==> config.mk <==
export PLATFORM = sky130hd
export DESIGN_NAME = wsa_queue
export DESIGN_NICKNAME = d
export VERILOG_FILES = /design/src/hw/rtl/wsa_queue.sv
export SDC_FILE = /design/constraint.sdc
export NUM_CORES = 1
export LEC_CHECK = 0
export BUFFER_PORTS_ARGS = -buffer_cell sky130_fd_sc_hd__buf_2
export CAP_MARGIN = 20
export CORE_ASPECT_RATIO = 2
export CORE_MARGIN = 4
export CORE_UTILIZATION = 54
export CTS_CLUSTER_SIZE = 30
export DETAILED_ROUTE_END_ITERATION = 10
export GPL_TIMING_DRIVEN = 1
export PLACE_DENSITY = 0.77
export SLEW_MARGIN = 0
export SYNTH_ARGS = -nofsm -noshare
export SYNTH_HDL_FRONTEND = slang
export SYNTH_SLANG_ARGS = --single-unit
==> constraint.sdc <==
create_clock -name clk -period 2.1 [get_ports clk]
set_clock_uncertainty 0.2 [all_clocks]
set_input_delay 0.315 -clock clk [delete_from_list [all_inputs] [get_ports clk]]
set_output_delay 0.315 -clock clk [all_outputs]
set_load 0.01 [all_outputs]
==> src/hw/rtl/wsa_queue.sv <==
// wsa_queue: small register fifo used between front and back and for results
// depends on nothing but its parameters

module wsa_queue #(
    parameter int WIDTH = 8,
    parameter int DEPTH = 4
) (
    input  logic                         clk,
    input  logic                         rst_n,
    input  logic                         push,
    input  logic [WIDTH-1:0]             push_data,
    input  logic                         pop,
    output logic [WIDTH-1:0]             head,
    output logic                         nonempty,
    output logic                         full,
    output logic [$clog2(DEPTH+1)-1:0]   count
);

    localparam int PTR_W = (DEPTH > 1) ? $clog2(DEPTH) : 1;
    localparam int CQ_W  = $clog2(DEPTH + 1);

    logic [WIDTH-1:0] data_reg [DEPTH];
    logic [PTR_W-1:0] wr_ptr_reg, wr_ptr_next;
    logic [PTR_W-1:0] rd_ptr_reg, rd_ptr_next;
    logic [CQ_W-1:0]  count_reg, count_next;

    function automatic logic [PTR_W-1:0] ptr_inc(input logic [PTR_W-1:0] p);
        return (p == PTR_W'(DEPTH - 1)) ? '0 : PTR_W'(p + 1'b1);
    endfunction

    always_comb
    begin
        wr_ptr_next = push ? ptr_inc(wr_ptr_reg) : wr_ptr_reg;
        rd_ptr_next = pop ? ptr_inc(rd_ptr_reg) : rd_ptr_reg;
        count_next  = count_reg;
        if (push && !pop)
        begin
            count_next = CQ_W'(count_reg + 1'b1);
        end
        else if (pop && !push)
        begin
            count_next = CQ_W'(count_reg - 1'b1);
        end
    end

    always_ff @(posedge clk or negedge rst_n)
    begin
        if (!rst_n)
        begin
            wr_ptr_reg <= '0;
            rd_ptr_reg <= '0;
            count_reg  <= '0;
        end
        else
        begin
            wr_ptr_reg <= wr_ptr_next;
            rd_ptr_reg <= rd_ptr_next;
            count_reg  <= count_next;
        end
    end

    always_ff @(posedge clk)
    begin
        if (push)
        begin
            data_reg[wr_ptr_reg] <= push_data;
        end
    end

    assign head     = data_reg[rd_ptr_reg];
    assign nonempty = (count_reg != '0);
    assign full     = (count_reg == CQ_W'(DEPTH));
    assign count    = count_reg;

`ifndef SYNTH
    a_no_overflow: assert property (@(posedge clk) disable iff (!rst_n)
        full && !pop |-> !push)
        else $error("queue written while full");
    a_no_underflow: assert property (@(posedge clk) disable iff (!rst_n)
        pop |-> nonempty)
        else $error("queue read while empty");
    a_count_bound: assert property (@(posedge clk) disable iff (!rst_n)
        count_reg <= CQ_W'(DEPTH))
        else $error("queue count beyond depth");
`endif

endmodule

==> results.md <==
- Setup crit end: head[6]
- Post-synth top area cell: edfxtp_1
- Non-filler instance count after layout: 139
- RSZ-0062 raised after global routing: false
- Highest Clock Rate: 491.5 MHz
- Reg2Reg Depth: 3
- Total track usage: 0.1582
- Slew Limit Fails: 0
- DRT iter0 DRCs: 15
- Required @ worst endpoint: 1.58 ns
- CTS H-Tree Depth: 2
- Residual DRC count: 0
- Critical path class: flop to primary output
- Syn Nets: 98
- Final worst path period share: 0.9688
- Critical path endpoint category: primary output
- Remaining antenna violation count after routing: 0
- Hold crit path type: primary input to flop
- Die W: 46.15 um
- Ranking of synthesized cells by area: edfxtp_1 (61%), mux4_2 (11%), dfrtp_1 (11%)
- Die area: 3890 um2
- Diode count: 0
- Worst-Margin Slew: 0.4373 ns
- Worst-path maximum fanout: 11
- Core area: 2770 um2
- Cell row count: 27
- Cell area after synthesis: 1572 um2
- Hold slack final: 0.04277 ns
- Multi-input logic area: 400.4 um2
- Clock share of power: 0.280
- Longest Clk Path Bufs: 2
- Sequential fraction of the synthesis area: 0.7229
- Cts bufs inserted: 5
- Pwr/cell area: 1388 nW/um2
- Worst skew pair latency: 0.28 ns
- Overall routed net length: 2.480 mm
- Fin util: 0.6707
- Yosys warning count: 0
- First-pass GRT wire length: 4.160 mm
- Number of global-route vias before repair: 842
- Most common cell after layout, fill and taps aside: edfxtp_1
- TNS Setup: 0 ns
- Count of cell types in the netlist: 18
- Synth Instances: 79
- Wire per inst: 17.84 um
- Max-cap violations: 0
- Fin. Hold Viols: 0
- RR Endpoint: data_reg[0][6]$_DFFE_PP_
- PortBufs: 24
- Largest net degree at the start of global routing: 13
- Hpwl dp: 1.778 mm
- Number of flip-flops under the largest register name: 32
- CTS tree: yes
- LEAKAGE: 0.7110 nW
- Post-CTS setup buffer count: 0
- Register share of total power: 0.462
- Sw Ratio: 0.2766
- Placed Cells: 130
- Crit path from: rd_ptr_reg[0]$_DFFE_PN0P_
- Min Tclk post-route: 2.035 ns
- Comb pwr share: 0.258
- DR vias/cell: 5.590
- Layout cells sized above 1: 0.3909
- Avg Cell Area, Syn: 19.89 um2
- Clk Tree Root Cell: clkbuf_8
- Cell internal pwr: 1.866 mW
- Sink Count: 39
- Initial core utilization: 0.5673
- Drt pass-1 iters: 4
- Antenna violations before repair: 0
- Crit start category: flop
- Reg clk slew, reported paths: 0.07 ns
- Most frequent cells in the layout: edfxtp_1 (32), buf_2 (24), mux4_2 (8)
- #FFs+latches synth: 39
- Post-synth top area share: 0.6115
- WP data arrival: 1.52 ns
- Final setup fails: 0
- R2r startpoint: wr_ptr_reg[0]$_DFFE_PN0P_
- I/O pin cnt: 25
- Fill count: 208
- Setup slack, reg-to-reg: 0.48 ns
- Die height: 84.29 um
- GPL Wtd Cong: 0.6436
- Synth-to-Final Area Change: 18.23%
- Status: completed
- Gr ovfl total: 0
- Worst IR drop on VDD: 0.8390 mV
- Slew HR: 0.7084
- Via count: 777
- Seq. cell area: 1140 um2
- Final nets: 128
- Psw: 0.7135 mW
[cell usage after synthesis, drive strengths merged]
library cell	count
and2	4
mux2	3
nand2	1
o21ai	2
nor3b	1
xnor2	1
inv	5
nor2	2
xor2	2
dfrtp	7
mux4	8
nand3	1
ha	6
or3	1
edfxtp	32
buf	2
fa	1
[how the worst min path moves through the flow]
stage                  from                  endpoint  slack [ns]  cells past startpoint
6_report       push_data[5]  data_reg[3][5]$_DFFE_PP_        0.04                      1
5_1_grt        push_data[5]  data_reg[3][5]$_DFFE_PP_        0.03                      1
4_1_cts        push_data[6]  data_reg[1][6]$_DFFE_PP_        0.04                      1
3_5_place_dp          rst_n      count[2]$_DFFE_PN0P_       -0.04                      1
3_3_place_gp          rst_n      count[2]$_DFFE_PN0P_       -0.04                      1
2_1_floorplan         rst_n      count[0]$_DFFE_PN0P_       -0.18                      0
[cell type report]
class | count | area share
tap | 29 | 0.01953
timing repair buffer | 25 | 0.07003
clock buffer | 6 | 0.03906
sequential | 39 | 0.6135
inverter | 5 | 0.01010
clock inverter | 2 | 0.03232
multi-input combinational | 33 | 0.2155
[power groups by stage]
stage                     logic (mW)  clock network [mW]  registers (mW)
final                          0.665               0.722            1.19
after detailed placement       0.675                   0            1.21
after global routing           0.736               0.771            1.23
after global placement         0.650                   0            1.19
after CTS                      0.683               0.732            1.20
after floorplan                0.530                   0            1.12
[per-layer routing]
metal  GRT usage  share of wire
met1      0.1883           0.35
met3     0.04292          0.060
met2      0.2374           0.55
met4      0.1088          0.037
met5           0              0
[cells by family (layout without fill, tap and decap cells)]
logic type | Yosys count | count (layout) | share of synthesized area
AOI/OAI and AO/OA | 2 | 2 | 0.006370
xor gates and xnor gates | 3 | 3 | 0.01672
adders and majority gates | 7 | 7 | 0.06051
buffers and inverters | 7 | 38 | 0.02229
DFF | 39 | 39 | 0.7229
muxes | 11 | 11 | 0.1361
and+or+nand+nor | 10 | 10 | 0.03503
[per-stage QoR]
| step | power [mW] | worst slack, ns | cell area, um2 |
|---|---|---|---|
| after floorplan | 1.647 | 0.5195 | 1572 |
| after detailed placement | 1.883 | 0.1237 | 1712 |
| final | 2.579 | 0.06548 | 1858 |
| after global placement | 1.843 | 0.1539 | 1712 |
| after CTS | 2.611 | 0.002547 | 1856 |
| after global routing | 2.733 | 0.01175 | 1858 |
[worst max-delay path, stage by stage (launching register included)]
cell     delay [ns]
dfrtp_4        0.55
mux4_2         0.53
buf_2          0.16
[timing repair]
action                                  CTS  global route
gates resized for setup                   1             1
endpoints found under the setup margin    8             8
hold endpoints to repair                  7             0
hold buffers                              1             0
Power figures use the tool's default switching activity.
