$ cat src/hw/rtl/wsa_pkg.sv
// wsa_pkg: shared widths, register and mode codes, structs and helper functions
// for the waveform sample averager; used by every module but wsa_queue
// no dependencies

package wsa_pkg;

    localparam int SMP_W      = 8;
    localparam int ACC_W      = 16;
    localparam int K_W        = 4;
    localparam int CNT_W      = 9;
    localparam int DIV_W      = CNT_W + 1;
    localparam int PT_W       = 10;
    localparam int CFG_IDX_W  = 2;
    localparam int CFG_DATA_W = 8;

    localparam int FRAME_POINTS_DEF = 1024;
    localparam int COUNT_CAP_DEF    = 266;
    localparam int CHANNELS_DEF     = 2;

    // front-to-back queue and result queue depths
    localparam int FQ_DEPTH = 4;
    localparam int OQ_DEPTH = 32;

    // configuration register indexes
    localparam logic [CFG_IDX_W-1:0] REG_AVG_EXP  = 2'd0;
    localparam logic [CFG_IDX_W-1:0] REG_RND_MODE = 2'd1;
    localparam logic [CFG_IDX_W-1:0] REG_RND_EXP  = 2'd2;
    localparam logic [CFG_IDX_W-1:0] REG_MISSING  = 2'd3;

    // per-sample work classes
    localparam logic [1:0] MODE_FIRST = 2'd0;
    localparam logic [1:0] MODE_ACCUM = 2'd1;
    localparam logic [1:0] MODE_PASS  = 2'd2;
    localparam logic [1:0] MODE_EMA   = 2'd3;

    typedef struct packed {
        logic [K_W-1:0]   avg_exp;
        logic             rnd_mode;
        logic [K_W-1:0]   rnd_exp;
        logic [SMP_W-1:0] missing;
    } cfg_t;

    typedef struct packed {
        logic [1:0]       mode;
        logic [K_W-1:0]   k;
        logic [CNT_W-1:0] count;
        logic [SMP_W-1:0] smp;
        logic             fend;
    } work_t;

    typedef struct packed {
        logic             byp;
        logic [ACC_W-1:0] dq;
        logic [DIV_W-1:0] rem;
        logic [DIV_W-1:0] dvs;
        logic             fend;
    } divw_t;

    typedef struct packed {
        logic [SMP_W-1:0] avg;
        logic             fend;
    } res_t;

    // point index reduced into the frame by shifted conditional subtracts
    function automatic logic [PT_W-1:0] pt_reduce(input logic [PT_W-1:0] pt, input int fp);
        int r;
        int sub;
        r = int'(pt);
        if (fp < (1 << PT_W))
        begin
            for (int j = PT_W - 1; j >= 0; j--)
            begin
                sub = fp << j;
                if (sub < (1 << PT_W) && r >= sub)
                begin
                    r = r - sub;
                end
            end
        end
        return PT_W'(r);
    endfunction

    // one restoring division step, one quotient bit
    function automatic divw_t div_step(input divw_t x);
        divw_t            y;
        logic [DIV_W:0]   t;
        y = x;
        t = {x.rem, x.dq[ACC_W-1]};
        if (!x.byp)
        begin
            if (t >= {1'b0, x.dvs})
            begin
                y.rem = DIV_W'(t - {1'b0, x.dvs});
                y.dq  = {x.dq[ACC_W-2:0], 1'b1};
            end
            else
            begin
                y.rem = t[DIV_W-1:0];
                y.dq  = {x.dq[ACC_W-2:0], 1'b0};
            end
        end
        return y;
    endfunction

endpackage

$ cat src/hw/rtl/wsa_front.sv
// wsa_front: accepts samples, keeps per-channel frame counts and classifies
// each sample into its averaging phase; uses wsa_pkg

module wsa_front
    import wsa_pkg::*;
#(
    parameter int FRAME_POINTS = FRAME_POINTS_DEF,
    parameter int COUNT_CAP    = COUNT_CAP_DEF,
    parameter int CHANNELS     = CHANNELS_DEF,
    parameter int SLOT_W       = 11
) (
    input  logic              clk,
    input  logic              rst_n,
    input  cfg_t              cfg,
    input  logic              in_valid,
    output logic              in_stall,
    input  logic              opcode,
    input  logic              channel,
    input  logic [PT_W-1:0]   point_index,
    input  logic [SMP_W-1:0]  sample,
    input  logic              frame_end,
    input  logic              full,
    output logic              push,
    output logic [SLOT_W-1:0] push_slot,
    output work_t             push_work
);

    localparam int CH_W = (CHANNELS > 1) ? $clog2(CHANNELS) : 1;

    logic [CNT_W-1:0] frames_reg [CHANNELS];
    logic [CNT_W-1:0] frames_next [CHANNELS];

    logic              accept;
    logic [CH_W-1:0]   ch_idx;
    logic [PT_W-1:0]   pt_red;
    logic [CNT_W-1:0]  count;
    logic [K_W-1:0]    k;
    logic              below;
    logic [1:0]        mode;
    logic              all_zero;
    logic              any_over;

    assign in_stall = full;
    assign accept   = in_valid && !full;
    assign ch_idx   = (CHANNELS == 1) ? '0 : CH_W'(channel);
    assign pt_red   = pt_reduce(point_index, FRAME_POINTS);
    assign count    = frames_reg[ch_idx];

    always_comb
    begin
        k = cfg.avg_exp;
        if (cfg.rnd_mode && cfg.rnd_exp > cfg.avg_exp)
        begin
            k = cfg.rnd_exp;
        end
        below = ({{(ACC_W - CNT_W){1'b0}}, count} < (ACC_W'(1) << k));
        if (!below)
        begin
            mode = MODE_EMA;
        end
        else if (count == '0)
        begin
            mode = MODE_FIRST;
        end
        else if (sample == cfg.missing)
        begin
            mode = MODE_PASS;
        end
        else
        begin
            mode = MODE_ACCUM;
        end
    end

    assign push            = accept && !opcode;
    assign push_slot       = SLOT_W'(int'(ch_idx) * FRAME_POINTS + int'(pt_red));
    assign push_work.mode  = mode;
    assign push_work.k     = k;
    assign push_work.count = count;
    assign push_work.smp   = sample;
    assign push_work.fend  = frame_end;

    always_comb
    begin
        for (int c = 0; c < CHANNELS; c++)
        begin
            frames_next[c] = frames_reg[c];
            if (accept && opcode)
            begin
                frames_next[c] = '0;
            end
            else if (accept && frame_end && ch_idx == CH_W'(c)
                     && count < CNT_W'(COUNT_CAP))
            begin
                frames_next[c] = CNT_W'(count + 1'b1);
            end
        end
    end

    always_ff @(posedge clk or negedge rst_n)
    begin
        if (!rst_n)
        begin
            for (int c = 0; c < CHANNELS; c++)
            begin
                frames_reg[c] <= '0;
            end
        end
        else
        begin
            for (int c = 0; c < CHANNELS; c++)
            begin
                frames_reg[c] <= frames_next[c];
            end
        end
    end

    always_comb
    begin
        all_zero = 1'b1;
        any_over = 1'b0;
        for (int c = 0; c < CHANNELS; c++)
        begin
            if (frames_reg[c] != '0)
            begin
                all_zero = 1'b0;
            end
            if (frames_reg[c] > CNT_W'(COUNT_CAP))
            begin
                any_over = 1'b1;
            end
        end
    end

`ifndef SYNTH
    a_restart_clears: assert property (@(posedge clk) disable iff (!rst_n)
        accept && opcode |=> all_zero)
        else $error("restart left a frame count set");
    a_count_capped: assert property (@(posedge clk) disable iff (!rst_n)
        !any_over)
        else $error("frame count beyond cap");
    a_restart_no_push: assert property (@(posedge clk) disable iff (!rst_n)
        push |-> !opcode && !full)
        else $error("restart or stalled sample sent to back end");
`endif

endmodule

$ cat config.mk
export PLATFORM = sky130hd
export DESIGN_NAME = wsa_front
export DESIGN_NICKNAME = d
export VERILOG_FILES = /design/src/hw/rtl/wsa_pkg.sv /design/src/hw/rtl/wsa_front.sv
export SDC_FILE = /design/constraint.sdc
export NUM_CORES = 1
export LEC_CHECK = 0
export BUFFER_PORTS_ARGS = -buffer_cell sky130_fd_sc_hd__buf_2
export CAP_MARGIN = 20
export CORE_ASPECT_RATIO = 1.1
export CORE_MARGIN = 2
export CORE_UTILIZATION = 50
export DETAILED_ROUTE_END_ITERATION = 12
export PLACE_DENSITY = 0.82
export SETUP_SLACK_MARGIN = 0.4
export SYNTH_ARGS = -nofsm -noshare
export SYNTH_HDL_FRONTEND = slang
export SYNTH_SLANG_ARGS = --single-unit
$ cat constraint.sdc
create_clock -name clk -period 11.15 [get_ports clk]
set_input_delay 1.6725 -clock clk [delete_from_list [all_inputs] [get_ports clk]]
set_output_delay 1.6725 -clock clk [all_outputs]
set_load 0.01 [all_outputs]
==> run_results.csv <==
group,metric,value,unit
status,status,"finished, final reports clean",
setup_path,rr_worst_depth,5,
place,place_hpwl,3.82,mm
setup_path,r2r-end,"frames_reg[3]",
worst_hold_path,min_delay_path_depth,1,
clock_network,worstSkewPairLatency,0.26,ns
layout,drive_gt1_frac,0.320,
synth,synth_cell_types,53,
floorplan,die-area,4590,µm²
place,dp.cells,320,
route,vias,1960,
layout,regArea,450,µm²
layout,syn2layout_area_growth,11.2,%
clock_network,hold_buffers,0,
pwr,p_leak,1.16,nW
flow_run,drv_cap,0,
setup_path,path_class,"in -> out",
clock_network,post_cts_buffers,0,
clock_network,clock_path_buffers,2,
synth,synth_most_common_cell,"buf_4",
timing,setup_viol,0,
pwr,p_int,151,µW
timing,max-slew-margin-rel,0.652,
floorplan,die_w,64.7,µm
timing,report.final.slew_viol_count,0,
synth,synth_ff_type,"dfrtp_1",
global_routing,antenna_found_initial,0,
route,drt_first_pass_iters,4,
setup_path,worstPathMaxFanout,25,
synth,synth_area_leaders,"dfrtp_1 22%, mux2_2 9.4%, ha_1 8.6%",
timing,min_period,6.46,ns
synth,synth_top_area_frac,0.222,
timing,rsz0062_at_grt,"false",
clock_network,cts_tree,"built",
setup_path,reg2reg_setup_slack,9.10,ns
route,ant_nets,0,
synth,ys_async_sr_fraction,1.00,
synth,synth_area_leader_cell,"dfrtp_1",
layout,fin_area,2260,µm²
route,drt_iter0_drc,99,
synth,synth_edf_count,0,
global_routing,track_usage,0.221,
pwr,power_frac_seq,0.329,
pwr,ir_drop,0.0567,mV
worst_hold_path,min-delay-start,"frames_reg[17]",
timing,worst_pin_slew,0.515,ns
clock_network,clk_pin_slew_worst_paths,0.06,ns
synth,syn_nets,292,
pwr,powerDensity,108,nW/µm²
synth,ys_warn_count,0,
synth,avgSynthCellArea,8.60,µm²
layout,largest_reg_flops,18,
global_routing,grt_pass1_wl,8.22,mm
setup_path,setup.worst_path.start,"cfg[16]",
floorplan,core,3930,µm²
route,wl,4.87,mm
pwr,clkPwrFrac,0.222,
floorplan,die_h,70.8,µm
layout,fin_cells,324,
clock_network,htree_levels,1,
synth,ys_seq_elements,18,
timing,finalHoldViolCount,0,
setup_path,required,9.48,ns
global_routing,grt.overflow.total,0,
pwr,power_frac_comb,0.450,
place,io_buffers,58,
pwr,p_sw,91.9,µW
place,place_congestion,0.871,
setup_path,rr_startpoint,"frames_reg[7]",
pwr,swShare,0.378,
synth,yosysSeqAreaShare,0.222,
clock_network,cts-buffers-inserted,3,
layout,multi_input_area,1350,µm²
route,wl_per_cell,15.0,µm
place,dpl-instance-area,2200,µm²
layout,fin_nets,329,
timing,skew,0.0110,ns
floorplan,initial_utilization,0.516,
clock_network,cts_resized,0,
layout,n_antenna_cell,0,
setup_path,crit_path_start_kind,"primary input",
setup_path,cp-end-kind,"output pin",
timing,finalSetupTns,0,ns
route,detail_route.vias_per_cell,6.05,
synth,yosys-top-cells-count,"21 x buf_4, 18 x dfrtp_1, 17 x mux2_2",
synth,synthCells,236,
worst_hold_path,hp-class,"reg -> reg",
timing,post-route-period-util,0.579,
worst_hold_path,worstHoldEndpoint,"frames_reg[17]",
setup_path,cp.arrival,4.78,ns
global_routing,grt_pass1_vias,1815,
route,drcViolationCount,0,
global_routing,grt_max_degree,27,
floorplan,io_pins,79,
clock_network,cts_root_buf,"clkbuf_8",
synth,syn_area,2030,µm²
layout,fill_cells,389,
clock_network,cts_sinks,18,
floorplan,num_rows,24,
timing,max_clock_freq,0.155,GHz
==> power groups by stage <==
stage	combinational, mW	clock, mW	sequential (mW)
after floorplan	0.0790	0	0.0787
after global placement	0.105	0	0.0804
after detailed placement	0.108	0	0.0808
after CTS	0.109	0.0547	0.0796
after global routing	0.123	0.0582	0.0808
final	0.109	0.0538	0.0798
==> through the flow <==
step                      setup WS, ns  utilization  hold slack (ns)  total power, mW
after floorplan                   5.27            -            0.494            0.158
after global placement            4.89        0.560            0.521            0.186
after detailed placement          4.72        0.560            0.524            0.189
after CTS                         4.72        0.574            0.542            0.243
after global routing              4.27        0.574            0.565            0.262
final                             4.69        0.574            0.533            0.243
==> routing by layer <==
layer,track usage,part of all wire,vias up
met5,0,0,-
met4,0.0922,0.023,0
li1,-,-,934
met3,0.0175,0.062,14
met1,0.270,0.38,932
met2,0.396,0.53,80
==> worst max-delay path, stage by stage <==
cell and delay, ns:
buf_2 0.15, inv_1 0.09, ha_1 0.34, and4_1 0.22
nand2b_1 0.13, a21oi_1 0.05, buf_4 0.21, o31ai_1 0.37
o21ai_0 0.17, ha_1 0.34, a21oi_1 0.16, nand2_1 0.07
a211o_1 0.30, nor3b_1 0.23, a22oi_1 0.09, buf_2 0.18
==> final cells by class <==
type,instances,area share
multi-input cells,180,0.597
flip-flops and latches,18,0.200
repair buffers,59,0.132
well taps,52,0.0288
clock buffers,4,0.0244
inverters,11,0.0183
==> logic make-up (layout without fill, tap and decap cells) <==
family	Yosys count	in the layout	synth area share
AO/OA/AOI/OAI	51	51	0.182
XOR/XNOR	12	12	0.0518
adder cells (fa/ha/maj)	14	14	0.0863
buffers and inverters	38	74	0.114
flip-flops	18	18	0.222
multiplexers	21	21	0.114
AND/OR/NAND/NOR	82	82	0.230
==> cell usage in the layout (no fill, tap or decap), drive strengths merged, types with 8 or more instances in the layout <==
cell,n
nor2,13
dfrtp,18
mux2,17
ha,14
o21ai,11
buf,59
inv,11
a21oi,10
xor2,11
nand2,15
nand3,8
==> worst max path at each step <==
| stage | to | slack [ns] | depth (start not counted) |
|---|---|---|---|
| floorplan | push_work[23] | 5.27 | 14 |
| global placement | push_work[23] | 4.89 | 16 |
| detailed placement | push_work[22] | 4.72 | 16 |
| CTS | push_work[22] | 4.72 | 16 |
| global route | push_work[22] | 4.27 | 16 |
| finish | push_work[22] | 4.69 | 16 |
(Power assumes the default switching activity.)
